===== src/rtl/gea_pkg.sv =====
// Shared types, constants and helpers for the gamepad edge/autorepeat block.
// No dependencies; imported by every module of the block.
`timescale 1ns / 1ps
`default_nettype none

package gea_pkg;

  // Slot and channel counts
  localparam int NSLOTS   = 22;
  localparam int NCHAN    = 20;
  localparam int NBUTTONS = 12;
  localparam int NAXES    = 4;

  // Slot positions of the alias sources and targets
  localparam int SLOT_CIRCLE = 7;
  localparam int SLOT_CROSS  = 8;
  localparam int SLOT_ENTER  = 12;
  localparam int SLOT_CANCEL = 13;

  // Repeat counter width (valid from 4 to 8)
  localparam int CNT_W = 4;
  localparam logic [CNT_W-1:0] CNT_MAX = {CNT_W{1'b1}};

  // Configuration port
  localparam int CFG_IDX_W  = 3;
  localparam int CFG_DATA_W = 8;

  typedef enum logic [CFG_IDX_W-1:0] {
    CFG_ENTER_ON_CIRCLE = 3'd0,
    CFG_STICK_CENTER    = 3'd1,
    CFG_STICK_THRESHOLD = 3'd2,
    CFG_REPEAT_DELAY    = 3'd3,
    CFG_REPEAT_RELOAD   = 3'd4
  } cfg_idx_t;

  // Register reset values
  localparam logic       RST_ENTER_ON_CIRCLE = 1'b1;
  localparam logic [7:0] RST_STICK_CENTER    = 8'd128;
  localparam logic [7:0] RST_STICK_THRESHOLD = 8'd64;
  localparam logic [3:0] RST_REPEAT_DELAY    = 4'd10;
  localparam logic [3:0] RST_REPEAT_RELOAD   = 4'd6;

  typedef logic [CNT_W-1:0]  cnt_t;
  typedef logic [NSLOTS-1:0] mask_t;

  // Repeat timing handed to every lane
  typedef struct packed {
    logic [3:0] delay;
    logic [3:0] reload;
  } rep_cfg_t;

  // Per-channel findings of one lane
  typedef struct packed {
    logic held;
    logic pressed;
    logic released;
    logic rpt;
    logic fast;
  } lane_out_t;

  // One result word
  typedef struct packed {
    mask_t held;
    mask_t pressed;
    mask_t released;
    mask_t rpt;
    mask_t fast;
  } result_t;

  // Increment that sticks at the top count
  function automatic cnt_t sat_inc(cnt_t c);
    return (c == CNT_MAX) ? c : c + cnt_t'(1);
  endfunction

endpackage

`default_nettype wire


===== src/rtl/gamepad_edge_autorepeat_top.sv =====
// Top level of the gamepad edge detector with slow and fast autorepeat.
// Depends on gea_pkg, gea_axis, gea_lane and gea_merge.
`timescale 1ns / 1ps
`default_nettype none

// One poll word is taken per clock cycle while in_stall is low. Twenty
// channel lanes (twelve buttons and eight stick directions) update their
// level and repeat counters side by side in the accepting cycle, so
// throughput is one word per cycle as long as the result side keeps up. The
// result word appears on the next cycle in a two-entry output buffer
// (register plus skid): in the register, or in the skid entry while a result
// waits; in_stall rises only when both are full. Configuration writes take
// effect on the next cycle and should be made while no word is in flight.
module gamepad_edge_autorepeat_top
  import gea_pkg::*;
(
  input  wire logic                  clk,
  input  wire logic                  rst_n,
  // configuration
  input  wire logic                  cfg_wr_en,
  input  wire logic [CFG_IDX_W-1:0]  cfg_index,
  input  wire logic [CFG_DATA_W-1:0] cfg_wdata,
  // poll words
  input  wire logic                  in_valid,
  output logic                       in_stall,
  input  wire logic [11:0]           in_button_bits,
  input  wire logic [7:0]            in_left_x,
  input  wire logic [7:0]            in_left_y,
  input  wire logic [7:0]            in_right_x,
  input  wire logic [7:0]            in_right_y,
  // result words
  output logic                       out_valid,
  input  wire logic                  out_stall,
  output logic [NSLOTS-1:0]          out_held_mask,
  output logic [NSLOTS-1:0]          out_pressed_mask,
  output logic [NSLOTS-1:0]          out_released_mask,
  output logic [NSLOTS-1:0]          out_repeat_mask,
  output logic [NSLOTS-1:0]          out_fast_repeat_mask
);

  logic       enter_on_circle_r;
  logic [7:0] stick_center_r;
  logic [7:0] stick_threshold_r;
  logic [3:0] repeat_delay_r;
  logic [3:0] repeat_reload_r;

  logic                  in_fire;
  logic                  busy;
  logic [NCHAN-1:0]      levels;
  logic [NAXES-1:0][1:0] dirs;
  logic [NAXES-1:0][7:0] axis_pos;
  rep_cfg_t              rep_cfg;
  lane_out_t [NCHAN-1:0] lane_res;
  result_t               out_word;

  // Configuration registers
  always_ff @(posedge clk) begin
    if (!rst_n) begin
      enter_on_circle_r <= RST_ENTER_ON_CIRCLE;
      stick_center_r    <= RST_STICK_CENTER;
      stick_threshold_r <= RST_STICK_THRESHOLD;
      repeat_delay_r    <= RST_REPEAT_DELAY;
      repeat_reload_r   <= RST_REPEAT_RELOAD;
    end else if (cfg_wr_en) begin
      unique case (cfg_index)
        CFG_ENTER_ON_CIRCLE: enter_on_circle_r <= cfg_wdata[0];
        CFG_STICK_CENTER:    stick_center_r    <= cfg_wdata[7:0];
        CFG_STICK_THRESHOLD: stick_threshold_r <= cfg_wdata[7:0];
        CFG_REPEAT_DELAY:    repeat_delay_r    <= cfg_wdata[3:0];
        CFG_REPEAT_RELOAD:   repeat_reload_r   <= cfg_wdata[3:0];
        default: ;
      endcase
    end
  end

  assign rep_cfg.delay  = repeat_delay_r;
  assign rep_cfg.reload = repeat_reload_r;

  assign in_stall = busy;
  assign in_fire  = in_valid && !busy;

  // Axis order follows slot order: left up/down, left left/right, then right
  assign axis_pos[0] = in_left_y;
  assign axis_pos[1] = in_left_x;
  assign axis_pos[2] = in_right_y;
  assign axis_pos[3] = in_right_x;

  for (genvar a = 0; a < NAXES; a++) begin : g_axis
    gea_axis u_axis (
      .pos       (axis_pos[a]),
      .center    (stick_center_r),
      .threshold (stick_threshold_r),
      .dir       (dirs[a])
    );
  end

  assign levels = {dirs, in_button_bits};

  // Channel lanes
  for (genvar ch = 0; ch < NCHAN; ch++) begin : g_lane
    gea_lane u_lane (
      .clk   (clk),
      .rst_n (rst_n),
      .step  (in_fire),
      .level (levels[ch]),
      .cfg   (rep_cfg),
      .res   (lane_res[ch])
    );
  end

  gea_merge u_merge (
    .clk             (clk),
    .rst_n           (rst_n),
    .lanes           (lane_res),
    .enter_on_circle (enter_on_circle_r),
    .in_fire         (in_fire),
    .busy            (busy),
    .out_valid       (out_valid),
    .out_stall       (out_stall),
    .out_word        (out_word)
  );

  assign out_held_mask        = out_word.held;
  assign out_pressed_mask     = out_word.pressed;
  assign out_released_mask    = out_word.released;
  assign out_repeat_mask      = out_word.rpt;
  assign out_fast_repeat_mask = out_word.fast;

endmodule

`default_nettype wire


===== src/rtl/gea_axis.sv =====
// Stick axis decoder: turns one 8-bit position into low/high direction bits.
// Depends on gea_pkg.
`timescale 1ns / 1ps
`default_nettype none

module gea_axis
  import gea_pkg::*;
(
  input  wire logic [7:0] pos,
  input  wire logic [7:0] center,
  input  wire logic [7:0] threshold,
  output logic      [1:0] dir     // [0] below band, [1] above band
);

  logic [8:0] pos_plus_thr;
  logic [8:0] ctr_plus_thr;

  // 9-bit sums keep the band edges exact past 0 and 255
  assign pos_plus_thr = {1'b0, pos} + {1'b0, threshold};
  assign ctr_plus_thr = {1'b0, center} + {1'b0, threshold};

  always_comb begin
    dir = 2'b00;
    if (pos_plus_thr < {1'b0, center}) begin
      dir[0] = 1'b1;
    end else if ({1'b0, pos} > ctr_plus_thr) begin
      dir[1] = 1'b1;
    end
  end

endmodule

`default_nettype wire


===== src/rtl/gea_lane.sv =====
// One physical channel: previous level, edge detect, slow and fast repeat counters.
// Depends on gea_pkg.
`timescale 1ns / 1ps
`default_nettype none

module gea_lane
  import gea_pkg::*;
(
  input  wire logic      clk,
  input  wire logic      rst_n,
  input  wire logic      step,     // a word is accepted this cycle
  input  wire logic      level,
  input  wire rep_cfg_t  cfg,
  output lane_out_t      res
);

  logic prev_r;
  cnt_t slow_r, slow_nxt;
  cnt_t fast_r, fast_nxt;
  cnt_t delay_c, reload_c;
  logic slow_hit, fast_hit, pressed;
  cnt_t slow_base, fast_base;

  assign delay_c  = cnt_t'(cfg.delay);
  assign reload_c = cnt_t'(cfg.reload);

  // Repeat decisions on the current counts
  assign slow_hit = level && (slow_r >= delay_c);
  assign fast_hit = level && (fast_r >= delay_c);
  assign pressed  = level && !prev_r;

  assign slow_base = slow_hit ? reload_c : slow_r;
  assign fast_base = fast_hit ? delay_c  : fast_r;
  assign slow_nxt  = level ? sat_inc(slow_base) : '0;
  assign fast_nxt  = level ? sat_inc(fast_base) : '0;

  assign res.held     = level;
  assign res.pressed  = pressed;
  assign res.released = !level && prev_r;
  assign res.rpt      = slow_hit || pressed;
  assign res.fast     = fast_hit || pressed;

  always_ff @(posedge clk) begin
    if (!rst_n) begin
      prev_r <= 1'b0;
      slow_r <= '0;
      fast_r <= '0;
    end else if (step) begin
      prev_r <= level;
      slow_r <= slow_nxt;
      fast_r <= fast_nxt;
    end
  end

endmodule

`default_nettype wire


===== src/rtl/gea_merge.sv =====
// Merge stage: packs lane findings into slot order, fills the enter/cancel
// alias slots and holds results in an output register with a skid entry.
// Depends on gea_pkg.
`timescale 1ns / 1ps
`default_nettype none

module gea_merge
  import gea_pkg::*;
(
  input  wire logic                  clk,
  input  wire logic                  rst_n,
  input  wire lane_out_t [NCHAN-1:0] lanes,
  input  wire logic                  enter_on_circle,
  input  wire logic                  in_fire,
  output logic                       busy,      // skid entry occupied
  output logic                       out_valid,
  input  wire logic                  out_stall,
  output result_t                    out_word
);

  result_t packed_w;
  result_t res_w;
  result_t out_r, skid_r;
  logic    out_vld_r, skid_vld_r;
  logic    out_fire;

  // Channel to slot: buttons keep their place, sticks sit past the alias slots
  always_comb begin
    packed_w = '0;
    for (int ch = 0; ch < NCHAN; ch++) begin
      if (ch < NBUTTONS) begin
        packed_w.held[ch]     = lanes[ch].held;
        packed_w.pressed[ch]  = lanes[ch].pressed;
        packed_w.released[ch] = lanes[ch].released;
        packed_w.rpt[ch]      = lanes[ch].rpt;
        packed_w.fast[ch]     = lanes[ch].fast;
      end else begin
        packed_w.held[ch+2]     = lanes[ch].held;
        packed_w.pressed[ch+2]  = lanes[ch].pressed;
        packed_w.released[ch+2] = lanes[ch].released;
        packed_w.rpt[ch+2]      = lanes[ch].rpt;
        packed_w.fast[ch+2]     = lanes[ch].fast;
      end
    end
  end

  // Alias slots copy circle or cross in every mask
  function automatic mask_t alias_mask(mask_t m, logic eoc);
    mask_t r;
    r = m;
    r[SLOT_ENTER]  = eoc ? m[SLOT_CIRCLE] : m[SLOT_CROSS];
    r[SLOT_CANCEL] = eoc ? m[SLOT_CROSS]  : m[SLOT_CIRCLE];
    return r;
  endfunction

  always_comb begin
    res_w.held     = alias_mask(packed_w.held,     enter_on_circle);
    res_w.pressed  = alias_mask(packed_w.pressed,  enter_on_circle);
    res_w.released = alias_mask(packed_w.released, enter_on_circle);
    res_w.rpt      = alias_mask(packed_w.rpt,      enter_on_circle);
    res_w.fast     = alias_mask(packed_w.fast,     enter_on_circle);
  end

  assign out_fire  = out_vld_r && !out_stall;
  assign busy      = skid_vld_r;
  assign out_valid = out_vld_r;
  assign out_word  = out_r;

  // Output register plus one skid entry
  always_ff @(posedge clk) begin
    if (!rst_n) begin
      out_vld_r  <= 1'b0;
      skid_vld_r <= 1'b0;
    end else if (skid_vld_r) begin
      if (out_fire) begin
        skid_vld_r <= 1'b0;
      end
    end else if (in_fire) begin
      if (out_vld_r && !out_fire) begin
        skid_vld_r <= 1'b1;
      end
      out_vld_r <= 1'b1;
    end else if (out_fire) begin
      out_vld_r <= 1'b0;
    end
  end

  // Payload moves need no reset
  always_ff @(posedge clk) begin
    if (skid_vld_r) begin
      if (out_fire) begin
        out_r <= skid_r;
      end
    end else if (in_fire) begin
      if (out_vld_r && !out_fire) begin
        skid_r <= res_w;
      end else begin
        out_r <= res_w;
      end
    end
  end

endmodule

`default_nettype wire


===== config.mk =====
export PLATFORM = sky130hd
export DESIGN_NAME = gamepad_edge_autorepeat_top
export DESIGN_NICKNAME = d
export VERILOG_FILES = /design/src/rtl/gea_pkg.sv /design/src/rtl/gamepad_edge_autorepeat_top.sv /design/src/rtl/gea_axis.sv /design/src/rtl/gea_lane.sv /design/src/rtl/gea_merge.sv
export SDC_FILE = /design/constraint.sdc
export NUM_CORES = 1
export LEC_CHECK = 0
export BUFFER_PORTS_ARGS = -buffer_cell sky130_fd_sc_hd__buf_2
export CAP_MARGIN = 20
export CORE_ASPECT_RATIO = 1.4
export CORE_UTILIZATION = 40
export CTS_CLUSTER_SIZE = 30
export DETAILED_ROUTE_END_ITERATION = 12
export SETUP_SLACK_MARGIN = 0.02
export SLEW_MARGIN = 10
export SYNTH_ARGS = -nofsm -noshare
export SYNTH_HDL_FRONTEND = slang
export SYNTH_SLANG_ARGS = --single-unit

===== constraint.sdc =====
create_clock -name clk -period 10.4 [get_ports clk]
set_clock_uncertainty 0.1 [all_clocks]
set_input_delay 0.52 -clock clk [delete_from_list [all_inputs] [get_ports clk]]
set_output_delay 0.52 -clock clk [all_outputs]
set_load 0.02 [all_outputs]

Word level (Yosys, flattened, before mapping):

Cells that the tools add are included.

* word-level logic and storage cells: 546
* register bits: 427
* output and inout port bits: 112

* equal/unequal tests: 46
* muxes and demuxes: 152
* $add $sub $neg: 45
* reductions and logical operators: 177
* bitwise operators: 1
* $lt $le $gt $ge: 48

Operators by type and width (number)
* 4-bit two-way mux: 120
* 110-bit two-way mux: 4
* 4-bit by 1-bit adder with 4-bit output, second input constant: 40
* 4-bit equality test, second input constant: 40
* 4-bit greater-or-equal comparator: 40
* 1-bit logical AND: 83
* 8-bit by 8-bit adder with 9-bit output: 5
* 1-bit logical NOT: 43
* 1-bit logical OR: 40
* 8-bit by 9-bit > comparator with 1-bit output: 4
* 9-bit by 8-bit < comparator with 1-bit output: 4
* 1-bit two-way mux: 28
* 2-bit AND reduction: 6
* 3-bit by 2-bit equality test with 1-bit output, second input constant: 2
* 3-bit AND reduction: 2
* 2-bit nonzero test: 2
* 3-bit by 1-bit equality test with 1-bit output, second input constant: 1
* 3-bit equality test, second input constant: 1
* 3-bit logical NOT: 1
* 2-bit by 1-bit inequality test with 1-bit output, second input constant: 1
* 2-bit inequality test, second input constant: 1
* 1-bit inverter: 1

Logic depth before layout (Yosys ltp):

* depth in word-level cells: 9
* depth in mapped cells: 27

Cells and area by module:

Synthesis repeated with hierarchy kept, for this count alone.

* cell total of the unflattened synthesis: 3531
* area total of the unflattened synthesis: 32932.8 µm²

Modules (own cells, without submodules)
* gea_lane: sequential area each 180.2 µm², cells each 129, area each 975.9 µm², times used 20
* gea_merge: sequential area each 6646.4 µm², cells each 366, area each 8424.3 µm², times used 1
* gea_axis (g_axis[0].u_axis ...): sequential area each 0.0 µm², cells each 122, area each 991.0 µm², times used 3
* gamepad_edge_autorepeat_top: sequential area each 500.5 µm², cells each 103, area each 1042.2 µm², times used 1
* gea_axis (g_axis[3].u_axis): sequential area each 0.0 µm², cells each 116, area each 974.7 µm², times used 1

Worst setup path after synthesis:

OpenSTA, ideal clock, no wires.

* path kind: register -> register
* start point: register u_merge.skid_vld_r (netlist: u_merge.busy)
* end point: register u_merge.out_r, in the netlist u_merge.out_word[0] (enable)
* cell stages (with the launch flop): 8
* data arrival time: 6.823 ns
* setup slack: 2.862 ns
* clock period less this slack: 7.538 ns
* setup time: 0.615 ns
* path buffers: 4
* cell sequence: dfxtp_1 -> clkbuf_1 -> nor2b_1 -> clkbuf_1 -> clkbuf_1 -> buf_1 -> a21oi_1 -> a21oi_1

* cells in the longest elaborated chain, start to end: 4

Ends and longest elaborated chain
* from (decl): line gea_merge.sv:24 `logic out_vld_r, skid_vld_r;`
* from (signal assigned): line gea_merge.sv:73 `skid_vld_r <= 1'b0;`
* from (signal assigned): line gea_merge.sv:76 `skid_vld_r <= 1'b0;`
* from (signal assigned): line gea_merge.sv:80 `skid_vld_r <= 1'b1;`
* 1-bit logical NOT: line gamepad_edge_autorepeat_top.sv:80 `assign in_fire = in_valid && !busy;`
* 1-bit logical AND: line gamepad_edge_autorepeat_top.sv:80
* 2-bit nonzero test (no line)
* 3-bit AND reduction (no line) (*)
* to (signal assigned): line gea_merge.sv:92 `out_r <= skid_r;`
* to (signal assigned): line gea_merge.sv:98 `out_r <= res_w;`
* to (decl): line gea_merge.sv:23 `result_t out_r, skid_r;`

Mark *: on every way between the ends. The rest lies on a longest branch, timed or not.
A chain may end at the register's enable or synchronous reset.

Worst setup path in the final report:

* start point: register stick_threshold_r[1]
* end point: register g_lane[19].u_lane.slow_r[0]

* cells in the longest elaborated chain, start to end: 9

Ends and longest elaborated chain
* from (decl): line gamepad_edge_autorepeat_top.sv:43 `logic [7:0] stick_threshold_r;`
* from (signal assigned): line gamepad_edge_autorepeat_top.sv:68 `CFG_STICK_THRESHOLD: stick_threshold_r <= cfg_wdata[7:0];`
* 8-bit by 8-bit adder with 9-bit output: line gea_axis.sv:20 `assign ctr_plus_thr = {1'b0, center} + {1'b0, threshold};`
* 8-bit by 9-bit > comparator with 1-bit output: line gea_axis.sv:26 `end else if ({1'b0, pos} > ctr_plus_thr) begin`
* 1-bit two-way mux: line gea_axis.sv:26
* 1-bit two-way mux (*): line gea_axis.sv:24 `if (pos_plus_thr < {1'b0, center}) begin`
* 1-bit logical AND: line gea_lane.sv:28 `assign slow_hit = level && (slow_r >= delay_c);`
* 4-bit two-way mux: line gea_lane.sv:32 `assign slow_base = slow_hit ? reload_c : slow_r;`
* 4-bit by 1-bit adder with 4-bit output or 4-bit equality test (tied branches): line gea_pkg.sv:72 `return (c == CNT_MAX) ? c : c + cnt_t'(1);`
* 4-bit two-way mux: line gea_pkg.sv:72
* 4-bit two-way mux (*): line gea_lane.sv:34 `assign slow_nxt = level ? sat_inc(slow_base) : '0;`
* to (signal assigned): line gea_lane.sv:50 `slow_r <= slow_nxt;`
* to (decl): line gea_lane.sv:18 `cnt_t slow_r, slow_nxt;`

Marks and branches as above.

==> results.toml <==
[clock_tree]
cts_resized = 0
worstSkewPairLatency_ns = 0.59
cts_made_buffers = 47
post_cts_buffers = 0
cts_tree = "done"
htree_levels = 2
cts.clk_slew.worst_paths_ns = 0.06
cts_max_path_buffers = 3
ctsRootBufferMaster = "clkbuf_16"
hold_buffers = 0
cts.sink_count = 427

[global_route]
first_global_vias = 22083
grt_usage = 0.226
grt_first_pass_wirelength_um = 124000
antenna_found_initial = 1
overflow = 0
grt_start_max_net_pins = 78

[floorplan]
core_area_um2 = 67900
rows = 113
io_pins = 172
die_x_um = 223
die_area_um2 = 69700
start_util = 0.405
dieHeight_um = 312

[power_and_ir_drop]
p_clk_frac = 0.399
p_sw_w = 0.00116
swShare = 0.275
power_density_nw_per_um2 = 138
internal_power_w = 0.00307
combPwrFrac = 0.146
total_leakage_power_nw = 12.9
ir_drop_mv = 0.125
seqPwrFrac = 0.455

[sta]
relSlewSlack = 0.220
setup_viol = 0
hold_violations = 0
setup_ws_ns = 4.21
worstMarginPinSlew_ns = 1.16
finalCritPeriodShare = 0.595
period_needed_ns = 6.19
slew_violations = 0
fmax_ghz = 0.162
tns_ns = 0
whs_ns = 0.119
rsz0062_at_grt = "false"

[critical_path]
critPathKind = "flop to flop"
critPathArrivalTime_ns = 6.52
end_kind = "flop"
crit_required_ns = 10.73
start_kind = "flop"
crit_fanout = 14

[layout]
syn_to_final_growth_pct = 11.6
multi_input_area_um2 = 15800
num-fill-cells = 6426
drive_gt1_frac = 0.164
diodes = 0
fin_nets = 3220
regArea_um2 = 10800

[synth]
synth.area.top_cells = "edfxtp_1 (24%), dfxtp_1 (15%), ha_1 (13%)"
syn_area_per_cell_um2 = 10.0
ys_top_cells_by_count = "ha_1 (296), nand2_1 (243), edfxtp_1 (220)"
yosys.cell_types.count = 72
ys_warn_count = 0
yosysMostFrequentCell = "ha_1"
synth_top_cell_by_area = "edfxtp_1"
syn_inst = 2742
synth_edf_count = 220
async_flop_share = 0
syn_area_um2 = 27500
yosysTopAreaCellShare = 0.240
synth_ff_type = "edfxtp_1"
ys_seq_area_frac = 0.391
syn_nets = 3103
ys_ff_latch = 427

[placed_design]
portBuffers = 171
post-place-ws_ns = 4.18
hpwlAfterDp_um = 55100
gp_congestion = 0.911

[routing]
drtAntennaViolNets = 0
drt-initial-drc-count = 1198
vias_per_cell = 5.78
drc = 0
routed_wl_um = 79700
dr.pass1.iters = 5
vias = 21722
drt-wirelength-per-cell_um = 21.2

[run]
drv_cap = 0

[run_status]
status = "completed"

[worst_hold_path]
hp-class = "input port to flop"
[per-layer routing]
| metal | wire, um | up-vias | GRT usage |
|---|---|---|---|
| li1 | - | 10384 | - |
| met1 | 32500 | 10610 | 0.258 |
| met2 | 39800 | 547 | 0.407 |
| met3 | 3570 | 179 | 0.0368 |
| met4 | 3780 | 2 | 0.108 |
| met5 | 10 | - | 0 |
[cells in the final DEF (no fill, tap or decap), drive strengths merged, types with 28 or more instances in the layout]
cell type and n:
a211o 28, a21boi 30, a21o 96, a21oi 118
a32o 28, buf 196, clkbuf 60, dfxtp 207
edfxtp 220, ha 296, inv 128, mux2 156
mux2i 113, nand2 243, nand2b 83, nand3 61
nor2 125, nor2b 65, nor3b 29, o2111ai 29
o21ai 134, o22ai 36, or2 28, xnor2 55
[through the flow]
| stage | area [um^2] | total power [W] | util | std cells |
|---|---|---|---|---|
| 2_1_floorplan | 27500 | 0.00236 | - | 2742 |
| 3_3_place_gp | 29100 | 0.00257 | 0.429 | 3670 |
| 3_5_place_dp | 29100 | 0.00258 | 0.429 | 3670 |
| 4_1_cts | 30600 | 0.00428 | 0.452 | 3758 |
| 5_1_grt | 30700 | 0.00440 | 0.452 | 3760 |
| 6_report | 30700 | 0.00424 | 0.452 | 3760 |
[critical path, cell delays in order, from the launching register on]
cell and delay [ns]:
dfxtp_1 0.47, inv_1 0.25, fa_1 0.50, nor2b_1 0.18
o31a_1 0.18, nor2_1 0.06, nor2_1 0.09, nor2_1 0.06
xnor2_1 0.13, ha_1 0.28, o21a_1 0.11, nor3_1 0.04
o21ai_1 0.76, inv_1 0.30, a2111o_1 0.45, nor2_1 0.68
mux2_2 0.43, ha_1 0.31, nand3_1 0.16, nor3_1 0.05
o21ai_0 0.23, o311ai_0 0.19
[final timing paths]
| kind | start | to | slack, ns | cells after the start |
|---|---|---|---|---|
| setup reg to reg | stick_threshold_r[1]$_SDFFE_PN0P_ | g_lane[19].u_lane.slow_r[0]$_SDFFE_PN0P_ | 4.21 | 21 |
| setup / recovery | stick_threshold_r[1]$_SDFFE_PN0P_ | g_lane[19].u_lane.slow_r[0]$_SDFFE_PN0P_ | 4.21 | 21 |
| hold / removal | cfg_wdata[6] | stick_threshold_r[6]$_SDFFE_PN1P_ | 0.12 | 3 |
| hold reg to reg | g_lane[11].u_lane.prev_r$_SDFFE_PN0P_ | g_lane[11].u_lane.prev_r$_SDFFE_PN0P_ | 0.38 | 2 |
[area by class of cell]
type | instances | area share
Clock buffer | 60 | 0.0417
Clock inverter | 28 | 0.00816
Inverter | 129 | 0.0158
Multi-Input combinational cell | 2057 | 0.514
Sequential cell | 427 | 0.351
Tap cell | 862 | 0.0352
Timing Repair Buffer | 197 | 0.0344
[cell families (layout without fill, tap and decap cells)]
kind of cell | after synthesis | count (layout) | share of synthesized area
muxes | 273 | 273 | 0.108
DFF | 427 | 427 | 0.391
buffers and inverters | 258 | 414 | 0.0358
AOI/OAI and AO/OA | 645 | 645 | 0.162
xor gates and xnor gates | 68 | 68 | 0.0222
and+or+nand+nor | 770 | 770 | 0.142
adders and majority gates | 301 | 301 | 0.138
[registers in the layout, summed over array words and instances (netlist names)]
name,cells
g_lane.u_lane.slow_r,80
u_merge.out_word,110
stick_center_r,8
g_lane.u_lane.fast_r,80
g_lane.u_lane.prev_r,20
u_merge.out_valid,1
enter_on_circle_r,1
stick_threshold_r,8
repeat_delay_r,4
repeat_reload_r,4
u_merge.skid_r,110
u_merge.busy,1
[power groups by stage]
stage | Sequential, W | Clock (W) | Combinational, W
final | 0.00193 | 0.00169 | 0.000618
after global routing | 0.00194 | 0.00179 | 0.000678
after CTS | 0.00193 | 0.00173 | 0.000624
after detailed placement | 0.00196 | 0 | 0.000620
after global placement | 0.00196 | 0 | 0.000606
after floorplan | 0.00201 | 0 | 0.000346
No activity file was read; power rests on OpenSTA's default activity.
